`src/rtl/ptt_pkg.sv`:
```
// Shared widths, constants and types for the pan/tilt tracking step.
package ptt_pkg;

    localparam int BYTE_W   = 8;
    localparam int CENTER_W = 15;
    localparam int DBAND_W  = 10;
    localparam int GAIN_W   = 8;
    localparam int ANGLE_W  = 8;
    localparam int COORD_W  = 16;
    localparam int DIFF_W   = COORD_W + 1;          // signed coordinate minus centre
    localparam int MAG_W    = COORD_W;              // |diff| fits unsigned 16 bits
    localparam int PROD_W   = MAG_W + GAIN_W;       // |diff| * gain
    localparam int QUOT_W   = PROD_W;               // quotient of product / centre
    localparam int SUM_W    = QUOT_W + 3;           // signed angle +/- (q + 1)
    localparam int DIV_CNT_W = $clog2(QUOT_W);

    localparam int CFG_IDX_W  = 3;
    localparam int CFG_DATA_W = CENTER_W;

    localparam logic [BYTE_W-1:0] SYNC_BYTE = 8'hFF;

    // packet phase: 0 waits for sync, 1..4 count data bytes
    localparam logic [2:0] PHASE_SYNC = 3'd0;
    localparam logic [2:0] PHASE_LAST = 3'd4;

    // register indexes on the configuration port
    localparam logic [CFG_IDX_W-1:0] CFG_PAN_CENTER  = 3'd0;
    localparam logic [CFG_IDX_W-1:0] CFG_TILT_CENTER = 3'd1;
    localparam logic [CFG_IDX_W-1:0] CFG_DEAD_BAND   = 3'd2;
    localparam logic [CFG_IDX_W-1:0] CFG_MOVE_GAIN   = 3'd3;
    localparam logic [CFG_IDX_W-1:0] CFG_ANGLE_LOW   = 3'd4;
    localparam logic [CFG_IDX_W-1:0] CFG_ANGLE_HIGH  = 3'd5;

    // reset values
    localparam logic [CENTER_W-1:0] PAN_CENTER_RST  = 15'd360;
    localparam logic [CENTER_W-1:0] TILT_CENTER_RST = 15'd340;
    localparam logic [DBAND_W-1:0]  DEAD_BAND_RST   = 10'd35;
    localparam logic [GAIN_W-1:0]   MOVE_GAIN_RST   = 8'd12;
    localparam logic [ANGLE_W-1:0]  ANGLE_LOW_RST   = 8'd0;
    localparam logic [ANGLE_W-1:0]  ANGLE_HIGH_RST  = 8'd180;
    localparam logic [ANGLE_W-1:0]  PAN_POS_RST     = 8'd110;
    localparam logic [ANGLE_W-1:0]  TILT_POS_RST    = 8'd10;

    // divider status seen by the sequencer
    typedef struct packed {
        logic busy;
        logic done;
    } t_div_stat;

endpackage

```
`src/rtl/pan_tilt_tracking_step.sv`:
```
// Top level: packet parser and per-axis proportional update with deadband.
//
// Takes one received serial byte per input transfer. Bytes are dropped until a
// 0xFF sync arrives; the next four bytes are x low, x high, y low, y high, and
// are data even when they equal 0xFF. The last data byte starts the update of
// both axes, which runs through one multiplier stage and one shared 24-step
// restoring divider, pan first, then tilt: for each axis the product, the
// divider start, the divide steps, seeing the divider finish and the angle
// update; then the result is loaded. Input stall is high for that whole
// stretch. An axis whose centre register is zero skips the divider and uses a
// quotient of zero. An axis whose coordinate is more than dead_band from its
// centre moves by trunc((coord - centre) * move_gain / centre) + 1; pan
// subtracts the move, tilt adds it, and the moved angle is clamped to
// [angle_low, angle_high] (above high wins if the limits cross). An axis inside
// the deadband keeps its angle unclamped. One result with both angles leaves
// per packet through an output register, so bytes of the next packet are taken
// while a result still waits. Configuration must be written only while idle;
// the block itself does not enforce it.
module pan_tilt_tracking_step (
    input  logic                              i_clk,
    input  logic                              i_rst_n,
    input  logic                              i_valid,
    output logic                              o_stall,
    input  logic [ptt_pkg::BYTE_W-1:0]        i_rx_byte,
    output logic                              o_valid,
    input  logic                              i_stall,
    output logic [ptt_pkg::ANGLE_W-1:0]       o_pan_angle,
    output logic [ptt_pkg::ANGLE_W-1:0]       o_tilt_angle,
    input  logic                              i_cfg_we,
    input  logic [ptt_pkg::CFG_IDX_W-1:0]     i_cfg_idx,
    input  logic [ptt_pkg::CFG_DATA_W-1:0]    i_cfg_data
);

    typedef enum logic [5:0] {
        S_RECV = 6'b000001,   // collecting bytes
        S_MUL  = 6'b000010,   // |d| * gain, deadband test
        S_DIV  = 6'b000100,   // kick the divider
        S_WAIT = 6'b001000,   // divider running
        S_UPD  = 6'b010000,   // apply move and clamp
        S_OUT  = 6'b100000    // load the result register
    } t_state;

    t_state                                 r_state, n_state;

    // configuration
    logic [ptt_pkg::CENTER_W-1:0]           r_pan_center, r_tilt_center;
    logic [ptt_pkg::DBAND_W-1:0]            r_dead_band;
    logic [ptt_pkg::GAIN_W-1:0]             r_move_gain;
    logic [ptt_pkg::ANGLE_W-1:0]            r_angle_low, r_angle_high;

    // packet parsing
    logic [2:0]                             r_phase;
    logic [ptt_pkg::BYTE_W-1:0]             r_coord [3];

    // per-axis working registers
    logic signed [ptt_pkg::DIFF_W-1:0]      r_d_pan, r_d_tilt;
    logic                                   r_axis;      // 0 pan, 1 tilt
    logic                                   r_neg;
    logic                                   r_outside;
    logic [ptt_pkg::PROD_W-1:0]             r_prod;
    logic [ptt_pkg::ANGLE_W-1:0]            r_pan_pos, r_tilt_pos;

    // result register
    logic                                   r_out_valid;
    logic [ptt_pkg::ANGLE_W-1:0]            r_out_pan, r_out_tilt;

    logic                                   w_accept;
    logic                                   w_last;
    logic [ptt_pkg::COORD_W-1:0]            w_x, w_y;
    logic signed [ptt_pkg::DIFF_W-1:0]      w_dx, w_dy, w_d;
    logic [ptt_pkg::DIFF_W-1:0]             w_abs;
    logic [ptt_pkg::MAG_W-1:0]              w_mag;
    logic [ptt_pkg::CENTER_W-1:0]           w_center;
    logic                                   w_czero;
    logic [ptt_pkg::PROD_W-1:0]             w_prod;
    logic                                   w_div_start;
    ptt_pkg::t_div_stat                     w_div_stat;
    logic [ptt_pkg::QUOT_W-1:0]             w_div_quot;
    logic [ptt_pkg::QUOT_W-1:0]             w_q;
    logic signed [ptt_pkg::SUM_W-1:0]       w_qs, w_move, w_pos_s, w_sum;
    logic signed [ptt_pkg::SUM_W-1:0]       w_low_s, w_high_s;
    logic [ptt_pkg::ANGLE_W-1:0]            w_pos, w_clamped;
    logic                                   w_out_free;

    // ---------------- input side ----------------
    assign o_stall  = (r_state != S_RECV);
    assign w_accept = i_valid && !o_stall;
    assign w_last   = w_accept && (r_phase == ptt_pkg::PHASE_LAST);

    // last byte is y high; difference computed as it arrives
    assign w_x  = {r_coord[1], r_coord[0]};
    assign w_y  = {i_rx_byte, r_coord[2]};
    assign w_dx = $signed({1'b0, w_x}) - $signed({2'b00, r_pan_center});
    assign w_dy = $signed({1'b0, w_y}) - $signed({2'b00, r_tilt_center});

    // ---------------- shared axis datapath ----------------
    assign w_d      = r_axis ? r_d_tilt : r_d_pan;
    assign w_abs    = w_d[ptt_pkg::DIFF_W-1] ? (~w_d + 1'b1) : w_d;
    assign w_mag    = w_abs[ptt_pkg::MAG_W-1:0];
    assign w_prod   = ptt_pkg::PROD_W'(w_mag) * ptt_pkg::PROD_W'(r_move_gain);
    assign w_center = r_axis ? r_tilt_center : r_pan_center;
    assign w_czero  = (w_center == '0);

    assign w_div_start = (r_state == S_DIV) && !w_czero;

    ptt_div u_div (
        .i_clk      (i_clk),
        .i_rst_n    (i_rst_n),
        .i_start    (w_div_start),
        .i_dividend (r_prod),
        .i_divisor  (w_center),
        .o_stat     (w_div_stat),
        .o_quotient (w_div_quot)
    );

    // signed move = trunc(d*g/c); quotient sign follows d
    assign w_q      = w_czero ? '0 : w_div_quot;
    assign w_qs     = $signed({3'b000, w_q});
    assign w_move   = r_neg ? -w_qs : w_qs;
    assign w_pos    = r_axis ? r_tilt_pos : r_pan_pos;
    assign w_pos_s  = $signed({{(ptt_pkg::SUM_W-ptt_pkg::ANGLE_W){1'b0}}, w_pos});
    assign w_sum    = r_axis ? (w_pos_s + w_move + ptt_pkg::SUM_W'(1))
                             : (w_pos_s - w_move - ptt_pkg::SUM_W'(1));
    assign w_low_s  = $signed({{(ptt_pkg::SUM_W-ptt_pkg::ANGLE_W){1'b0}}, r_angle_low});
    assign w_high_s = $signed({{(ptt_pkg::SUM_W-ptt_pkg::ANGLE_W){1'b0}}, r_angle_high});

    always_comb begin
        if (w_sum > w_high_s) begin
            w_clamped = r_angle_high;
        end else if (w_sum < w_low_s) begin
            w_clamped = r_angle_low;
        end else begin
            w_clamped = w_sum[ptt_pkg::ANGLE_W-1:0];
        end
    end

    assign w_out_free = !r_out_valid || !i_stall;

    // ---------------- sequencer ----------------
    always_comb begin
        n_state = r_state;
        unique case (r_state)
            S_RECV: if (w_last) n_state = S_MUL;
            S_MUL:  n_state = S_DIV;
            S_DIV:  n_state = w_czero ? S_UPD : S_WAIT;
            S_WAIT: if (w_div_stat.done) n_state = S_UPD;
            S_UPD:  n_state = r_axis ? S_OUT : S_MUL;
            S_OUT:  if (w_out_free) n_state = S_RECV;
            default: n_state = S_RECV;
        endcase
    end

    // control state
    always_ff @(posedge i_clk) begin
        if (!i_rst_n) begin
            r_state       <= S_RECV;
            r_phase       <= ptt_pkg::PHASE_SYNC;
            r_axis        <= 1'b0;
            r_pan_pos     <= ptt_pkg::PAN_POS_RST;
            r_tilt_pos    <= ptt_pkg::TILT_POS_RST;
            r_out_valid   <= 1'b0;
            r_pan_center  <= ptt_pkg::PAN_CENTER_RST;
            r_tilt_center <= ptt_pkg::TILT_CENTER_RST;
            r_dead_band   <= ptt_pkg::DEAD_BAND_RST;
            r_move_gain   <= ptt_pkg::MOVE_GAIN_RST;
            r_angle_low   <= ptt_pkg::ANGLE_LOW_RST;
            r_angle_high  <= ptt_pkg::ANGLE_HIGH_RST;
        end else begin
            r_state <= n_state;

            if (i_cfg_we) begin
                unique case (i_cfg_idx)
                    ptt_pkg::CFG_PAN_CENTER:  r_pan_center  <= i_cfg_data;
                    ptt_pkg::CFG_TILT_CENTER: r_tilt_center <= i_cfg_data;
                    ptt_pkg::CFG_DEAD_BAND:
                        r_dead_band  <= i_cfg_data[ptt_pkg::DBAND_W-1:0];
                    ptt_pkg::CFG_MOVE_GAIN:
                        r_move_gain  <= i_cfg_data[ptt_pkg::GAIN_W-1:0];
                    ptt_pkg::CFG_ANGLE_LOW:
                        r_angle_low  <= i_cfg_data[ptt_pkg::ANGLE_W-1:0];
                    ptt_pkg::CFG_ANGLE_HIGH:
                        r_angle_high <= i_cfg_data[ptt_pkg::ANGLE_W-1:0];
                    default: ;
                endcase
            end

            if (w_accept) begin
                if (r_phase == ptt_pkg::PHASE_SYNC) begin
                    if (i_rx_byte == ptt_pkg::SYNC_BYTE) r_phase <= r_phase + 1'b1;
                end else if (w_last) begin
                    r_phase <= ptt_pkg::PHASE_SYNC;
                    r_axis  <= 1'b0;
                end else begin
                    r_phase <= r_phase + 1'b1;
                end
            end

            if (r_state == S_UPD) begin
                if (r_outside) begin
                    if (r_axis) r_tilt_pos <= w_clamped;
                    else        r_pan_pos  <= w_clamped;
                end
                r_axis <= 1'b1;
            end

            // a new result may replace one leaving in the same cycle
            if ((r_state == S_OUT) && w_out_free) begin
                r_out_valid <= 1'b1;
            end else if (r_out_valid && !i_stall) begin
                r_out_valid <= 1'b0;
            end
        end
    end

    // payload, no reset needed
    always_ff @(posedge i_clk) begin
        if (w_accept && (r_phase != ptt_pkg::PHASE_SYNC) && !w_last) begin
            r_coord[2'(r_phase - 1'b1)] <= i_rx_byte;
        end
        if (w_last) begin
            r_d_pan  <= w_dx;
            r_d_tilt <= w_dy;
        end
        if (r_state == S_MUL) begin
            r_prod    <= w_prod;
            r_neg     <= w_d[ptt_pkg::DIFF_W-1];
            r_outside <= (w_mag > ptt_pkg::MAG_W'(r_dead_band));
        end
        if ((r_state == S_OUT) && w_out_free) begin
            r_out_pan  <= r_pan_pos;
            r_out_tilt <= r_tilt_pos;
        end
    end

    assign o_valid      = r_out_valid;
    assign o_pan_angle  = r_out_pan;
    assign o_tilt_angle = r_out_tilt;

    // ---------------- assertions ----------------
    a_div_start_idle: assert property (@(posedge i_clk) disable iff (!i_rst_n)
        w_div_start |-> !w_div_stat.busy)
        else $error("divider started while busy");

    a_div_done_wait: assert property (@(posedge i_clk) disable iff (!i_rst_n)
        w_div_stat.done |-> (r_state == S_WAIT))
        else $error("divider finished outside the wait state");

    a_out_load: assert property (@(posedge i_clk) disable iff (!i_rst_n)
        ((r_state == S_OUT) && w_out_free) |=> (o_valid && (r_state == S_RECV)))
        else $error("result not presented after load");

endmodule

```
`src/rtl/ptt_div.sv`:
```
// Iterative restoring divider, one quotient bit per cycle.
module ptt_div (
    input  logic                              i_clk,
    input  logic                              i_rst_n,
    input  logic                              i_start,
    input  logic [ptt_pkg::PROD_W-1:0]        i_dividend,
    input  logic [ptt_pkg::CENTER_W-1:0]      i_divisor,
    output ptt_pkg::t_div_stat                o_stat,
    output logic [ptt_pkg::QUOT_W-1:0]        o_quotient
);

    logic                               r_busy;
    logic                               r_done;
    logic [ptt_pkg::DIV_CNT_W-1:0]      r_cnt;
    logic [ptt_pkg::QUOT_W-1:0]         r_quot;
    logic [ptt_pkg::CENTER_W-1:0]       r_rem;
    logic [ptt_pkg::CENTER_W-1:0]       r_dsor;
    logic [ptt_pkg::CENTER_W:0]         w_trial;
    logic                               w_fits;

    // shift next dividend bit into the partial remainder and try the divisor
    assign w_trial = {r_rem, r_quot[ptt_pkg::QUOT_W-1]};
    assign w_fits  = (w_trial >= {1'b0, r_dsor});

    always_ff @(posedge i_clk) begin
        if (!i_rst_n) begin
            r_busy <= 1'b0;
            r_done <= 1'b0;
            r_cnt  <= '0;
        end else begin
            r_done <= 1'b0;
            if (i_start) begin
                r_busy <= 1'b1;
                r_cnt  <= '0;
            end else if (r_busy) begin
                r_cnt <= r_cnt + 1'b1;
                if (r_cnt == ptt_pkg::DIV_CNT_W'(ptt_pkg::QUOT_W - 1)) begin
                    r_busy <= 1'b0;
                    r_done <= 1'b1;
                end
            end
        end
    end

    always_ff @(posedge i_clk) begin
        if (i_start) begin
            r_quot <= i_dividend;
            r_rem  <= '0;
            r_dsor <= i_divisor;
        end else if (r_busy) begin
            r_quot <= {r_quot[ptt_pkg::QUOT_W-2:0], w_fits};
            if (w_fits) begin
                r_rem <= ptt_pkg::CENTER_W'(w_trial - {1'b0, r_dsor});
            end else begin
                r_rem <= w_trial[ptt_pkg::CENTER_W-1:0];
            end
        end
    end

    assign o_stat.busy = r_busy;
    assign o_stat.done = r_done;
    assign o_quotient  = r_quot;

endmodule

```
`config.mk`:
```
export PLATFORM = sky130hd
export DESIGN_NAME = pan_tilt_tracking_step
export DESIGN_NICKNAME = d
export VERILOG_FILES = /design/src/rtl/ptt_pkg.sv /design/src/rtl/pan_tilt_tracking_step.sv /design/src/rtl/ptt_div.sv
export SDC_FILE = /design/constraint.sdc
export NUM_CORES = 1
export LEC_CHECK = 0
export ABC_AREA = 1
export ABC_CLOCK_PERIOD_IN_PS = 7160
export BUFFER_PORTS_ARGS = -buffer_cell sky130_fd_sc_hd__buf_2
export CAP_MARGIN = 20
export CORE_MARGIN = 4
export CORE_UTILIZATION = 45
export CTS_CLUSTER_DIAMETER = 120
export DETAILED_ROUTE_END_ITERATION = 8
export PLACE_DENSITY = 0.74
export RECOVER_POWER = 25
export SYNTH_ARGS = -nofsm -noshare
export SYNTH_HDL_FRONTEND = slang
export SYNTH_SLANG_ARGS = --single-unit
```
`constraint.sdc`:
```
create_clock -name i_clk -period 7.16 [get_ports i_clk]
set_input_delay 0 -clock i_clk [delete_from_list [all_inputs] [get_ports i_clk]]
set_output_delay 0 -clock i_clk [all_outputs]
set_load 0.02 [all_outputs]
```
==> tab_implementation.tex <==
\begin{tabular}{lr}
\hline
Metric & Value \\
\hline
\multicolumn{2}{l}{\textbf{Floorplan}} \\
Die Ht & 214.6 µm \\
Die area & around 0.046 mm² \\
Site row count & 75 \\
Initial core utilization & 45.67\% \\
Die X & 214.6 µm \\
Core footprint & 0.04204 mm² \\
Boundary pin count & 49 \\
\multicolumn{2}{l}{\textbf{Yosys}} \\
Post-Syn Area & approximately 0.019 mm² \\
Warnings from Yosys & 0 \\
Share of async-settable or async-resettable flops after synthesis & 0\% \\
Post-synthesis sequential area ratio & 33.52\% \\
Number of library cell types mapped by synthesis & 60 \\
Post-Syn Nets & 2671 \\
Count of flip-flops with a built-in enable after synthesis & 139 \\
Cells after synthesis & between 2k and 2.5k \\
Post-synth top area share & between 20\% and 30\% \\
Synthesized area per cell & 7.956 µm² \\
Cell accounting for the most synthesized area & sky130\_fd\_sc\_hd\_\_edfxtp\_1 \\
Number of flip-flops and latches in the synthesized netlist & 252 \\
Dominant register cell in the synthesized netlist & sky130\_fd\_sc\_hd\_\_edfxtp\_1 \\
Cells taking the most area after synthesis & sky130\_fd\_sc\_hd\_\_edfxtp\_1 22\%, sky130\_fd\_sc\_hd\_\_dfxtp\_1 12\%, sky130\_fd\_sc\_hd\_\_nand2\_1 9.8\% \\
Leading cell type by number of instances after synthesis & sky130\_fd\_sc\_hd\_\_nand2\_1 \\
Most common library cells after synthesis & 502 x sky130\_fd\_sc\_hd\_\_nand2\_1, 399 x sky130\_fd\_sc\_hd\_\_inv\_1, 213 x sky130\_fd\_sc\_hd\_\_nor2\_1, 172 x sky130\_fd\_sc\_hd\_\_a21oi\_1, 139 x sky130\_fd\_sc\_hd\_\_edfxtp\_1 \\
\multicolumn{2}{l}{\textbf{Critical path}} \\
Cell at the slowest stage of the critical path & sky130\_fd\_sc\_hd\_\_fa\_1 \\
Critical Path RT & $\sim$7500 ps \\
CP Data Arrival Time & 7150 ps \\
Depth of the worst register-to-register path & 32 \\
CP Capture Type & flop \\
Critical path type & flop to flop \\
Critical Path Source Type & flop \\
Top fanout value on the critical path & 7 \\
RR Endpoint & r\_prod[22]\$\_DFFE\_PP\_ \\
Critical R2R Launch & r\_axis\$\_SDFFE\_PN0P\_ \\
Max incr delay on CP & 540 ps \\
Setup slack on the worst flop-to-flop path & 310 ps \\
\multicolumn{2}{l}{\textbf{Worst hold path}} \\
Worst Hold Path Cells & 3 \\
Terminating pin of the worst hold path & r\_dead\_band[0]\$\_SDFFE\_PN1P\_ \\
Startpoint of the lowest-slack hold path & i\_rst\_n \\
Class of the worst hold path & input pin to flop \\
\multicolumn{2}{l}{\textbf{Place}} \\
Port buffer count & 48 \\
Final HPWL DP & 37450 µm \\
Post-place instance area & 0.01990 mm² \\
Worst setup timing slack at the placement stage & 415.9 ps \\
Placed Cells & 2955 \\
GP Congestion & 0.9858 \\
\multicolumn{2}{l}{\textbf{Timing}} \\
Crit share post-route & between 90\% and 100\% \\
Time the final worst path needs with I/O delays and setup & 6850 ps \\
Fin Clk Skew & 30.33 ps \\
Measured slew at the worst slew-check pin & 1059 ps \\
Final hold violations & 0 \\
Final count of pins violating max slew & 0 \\
Setup TNS Final & 0 ps \\
Final worst slack & 309.7 ps \\
Achievable frequency & $\sim$0.15 GHz \\
Worst slew slack as a fraction of its limit & 28.85\% \\
Final Setup Violations & 0 \\
\multicolumn{2}{l}{\textbf{CTS}} \\
Clk slew on worst S/H paths & 60 ps \\
TritonCTS clock tree & built \\
CTS max path bufs & 3 \\
Number of levels the H-tree was split into & 1 \\
CTS Buf Count & 27 \\
Root buffer cell & sky130\_fd\_sc\_hd\_\_clkbuf\_16 \\
Source-to-sink clock delay at the later pin of the worst-skew pair & approximately 560 ps \\
Clock tree sinks & 252 \\
\multicolumn{2}{l}{\textbf{Pwr}} \\
Leakage power total & 9.671 nW \\
Pwr dens & roughly 170 mW/mm² \\
Maximum vdd ir drop & 0.1784 mV \\
Overall power & 0.003546 W \\
\multicolumn{2}{l}{\textbf{Layout}} \\
Reg area & approximately 0.0064 mm² \\
Antenna diode count & 0 \\
Fraction of layout instances using a drive strength above 1 & 8.557\% \\
\# fillers & about 3.9k \\
Number of standard cells in the final layout excluding fillers & 3040 \\
Total area of multi-input combinational cells & 0.01092 mm² \\
Layout overhead on the synthesized area & 10.23\% \\
Post-route standard cell area excluding fillers & 0.02116 mm² \\
Number of nets in the layout & roughly 2.7k \\
\multicolumn{2}{l}{\textbf{Route}} \\
Iteration-0 DRC count of the detailed router & 1160 \\
Vias per cell & roughly 5.3 \\
Avg WL per Cell & $\sim$16 µm \\
Drt total wl & 48510 µm \\
Residual DRC count & 0 \\
Post-route ant nets & 0 \\
Vias post-DR & around 16k \\
Detailed-router iteration count before antenna repair & 8 \\
\multicolumn{2}{l}{\textbf{Outcome}} \\
Status & completed \\
\multicolumn{2}{l}{\textbf{GRT}} \\
Pin count of the biggest net entering global routing & 67 \\
Vias in the first global route & 15.94k \\
Wire length of the first global-routing pass & approximately 79000 µm \\
GRT overflow & 0 \\
Antenna violations before repair & 0 \\
Tot GR Track Use & 20.48\% \\
\multicolumn{2}{l}{\textbf{Flow run}} \\
Maxcap violations & 0 \\
\hline
\end{tabular}
[critical path, delay by kind of cell (launching register included)]
kind	cells	cell delay [ps]
buffers and inverters	7	560
xor gates and xnor gates	2	210
DFF	1	420
AOI/OAI and AO/OA	7	1300
muxes	1	400
and+or+nand+nor	9	1060
adders and majority gates	6	2630
[per-stage QoR]
| stage | hold WS (ps) | util [%] |
|---|---|---|
| finish | 91.56 | 50.34 |
| global route | 91.02 | 50.34 |
| CTS | 55.32 | 50.25 |
| detailed placement | 268.6 | 47.35 |
| global placement | 269.3 | 47.35 |
| floorplan | 98.87 | - |
[placed cells by master, fill, tap and decap left out, types with 4 or more instances in the layout]
cell / n
sky130_fd_sc_hd__edfxtp_1: 139
sky130_fd_sc_hd__nor2_2: 14
sky130_fd_sc_hd__xnor2_1: 21
sky130_fd_sc_hd__inv_2: 8
sky130_fd_sc_hd__nand3_2: 8
sky130_fd_sc_hd__buf_4: 19
sky130_fd_sc_hd__nand4_1: 25
sky130_fd_sc_hd__o211ai_1: 21
sky130_fd_sc_hd__clkbuf_8: 4
sky130_fd_sc_hd__o22ai_1: 9
sky130_fd_sc_hd__o41ai_1: 5
sky130_fd_sc_hd__dfxtp_1: 112
sky130_fd_sc_hd__clkinv_1: 6
sky130_fd_sc_hd__a21oi_1: 172
sky130_fd_sc_hd__nor2_1: 212
sky130_fd_sc_hd__clkbuf_16: 27
sky130_fd_sc_hd__nor2_4: 5
sky130_fd_sc_hd__or2_2: 17
sky130_fd_sc_hd__inv_1: 397
sky130_fd_sc_hd__nand2_2: 46
sky130_fd_sc_hd__ha_1: 138
sky130_fd_sc_hd__a211oi_1: 9
sky130_fd_sc_hd__o21bai_1: 6
sky130_fd_sc_hd__nor3_1: 12
sky130_fd_sc_hd__dlygate4sd3_1: 30
sky130_fd_sc_hd__fa_1: 89
sky130_fd_sc_hd__nand3_1: 111
sky130_fd_sc_hd__o21ai_2: 5
sky130_fd_sc_hd__buf_2: 20
sky130_fd_sc_hd__clkbuf_1: 32
sky130_fd_sc_hd__o21ai_0: 132
sky130_fd_sc_hd__nand2_1: 505
sky130_fd_sc_hd__clkinv_2: 4
sky130_fd_sc_hd__nand2_4: 8
sky130_fd_sc_hd__xor2_1: 61
sky130_fd_sc_hd__mux2i_1: 7
sky130_fd_sc_hd__nand3b_1: 7
sky130_fd_sc_hd__nor4_1: 6
sky130_fd_sc_hd__o21ai_1: 8
[where the power goes]
| group | switching (W) | internal [W] | total [W] |
|---|---|---|---|
| logic | 0.000320 | 0.000201 | 0.000521 |
| clock network | 0.000588 | 0.000847 | 0.00143 |
| registers | 0.0000237 | 0.00157 | 0.00159 |
[sequential cells by signal (all words and copies together) (netlist names), 8 cells and up]
name,cells
r_coord,24
r_prod,24
u_div.o_quotient,24
r_d_pan,17
r_d_tilt,17
r_pan_center,15
r_tilt_center,15
u_div.r_dsor,15
u_div.r_rem,15
r_dead_band,10
o_pan_angle,8
o_tilt_angle,8
r_angle_high,8
r_angle_low,8
r_move_gain,8
r_pan_pos,8
r_tilt_pos,8
[layout make-up]
type	count	share of cell area, %
Timing Repair Buffer	98	3.133
Clock buffer	35	3.524
Clock inverter	15	0.8277
Tap cell	539	3.187
Inverter	410	7.302
Multi-Input combinational cell	1691	51.61
Sequential cell	252	30.42
[layer usage]
layer | global-route usage [%] | wire length [µm] | vias to the layer above
li1 | - | - | 7913
met1 | 25.61 | 20160 | 7451
met2 | 36.18 | 23390 | 514
met3 | 2.607 | 2781 | 115
met4 | 7.824 | 2182 | 0
met5 | 0 | 0 | -
[worst max-delay path by stage]
stage                             start  cells past startpoint                   end  slack [ps]
floorplan           r_axis$_SDFFE_PN0P_                     37  r_prod[23]$_DFFE_PP_         460
global placement    r_axis$_SDFFE_PN0P_                     31  r_prod[22]$_DFFE_PP_         570
detailed placement  r_axis$_SDFFE_PN0P_                     31  r_prod[22]$_DFFE_PP_         420
CTS                 r_axis$_SDFFE_PN0P_                     31  r_prod[22]$_DFFE_PP_         320
global route        r_axis$_SDFFE_PN0P_                     33  r_prod[22]$_DFFE_PP_        -140
finish              r_axis$_SDFFE_PN0P_                     32  r_prod[22]$_DFFE_PP_         310
[repair_timing]
item                                   4_1_cts  5_1_grt
hold buffers                                30        0
buffers inserted                             0        5
endpoints found under the hold margin       95        0
resized for setup                            0        9
setup endpoints to repair                    0        3
[cell families after synthesis]
| kind of cell | synth area share (%) |
|---|---|
| buffers and inverters | 9.808 |
| xor gates and xnor gates | 3.832 |
| DFF | 33.52 |
| muxes | 0.3650 |
| adders and majority gates | 18.27 |
| AOI/OAI and AO/OA | 11.35 |
| and+or+nand+nor | 22.85 |
Power figures use the tool's default switching activity.
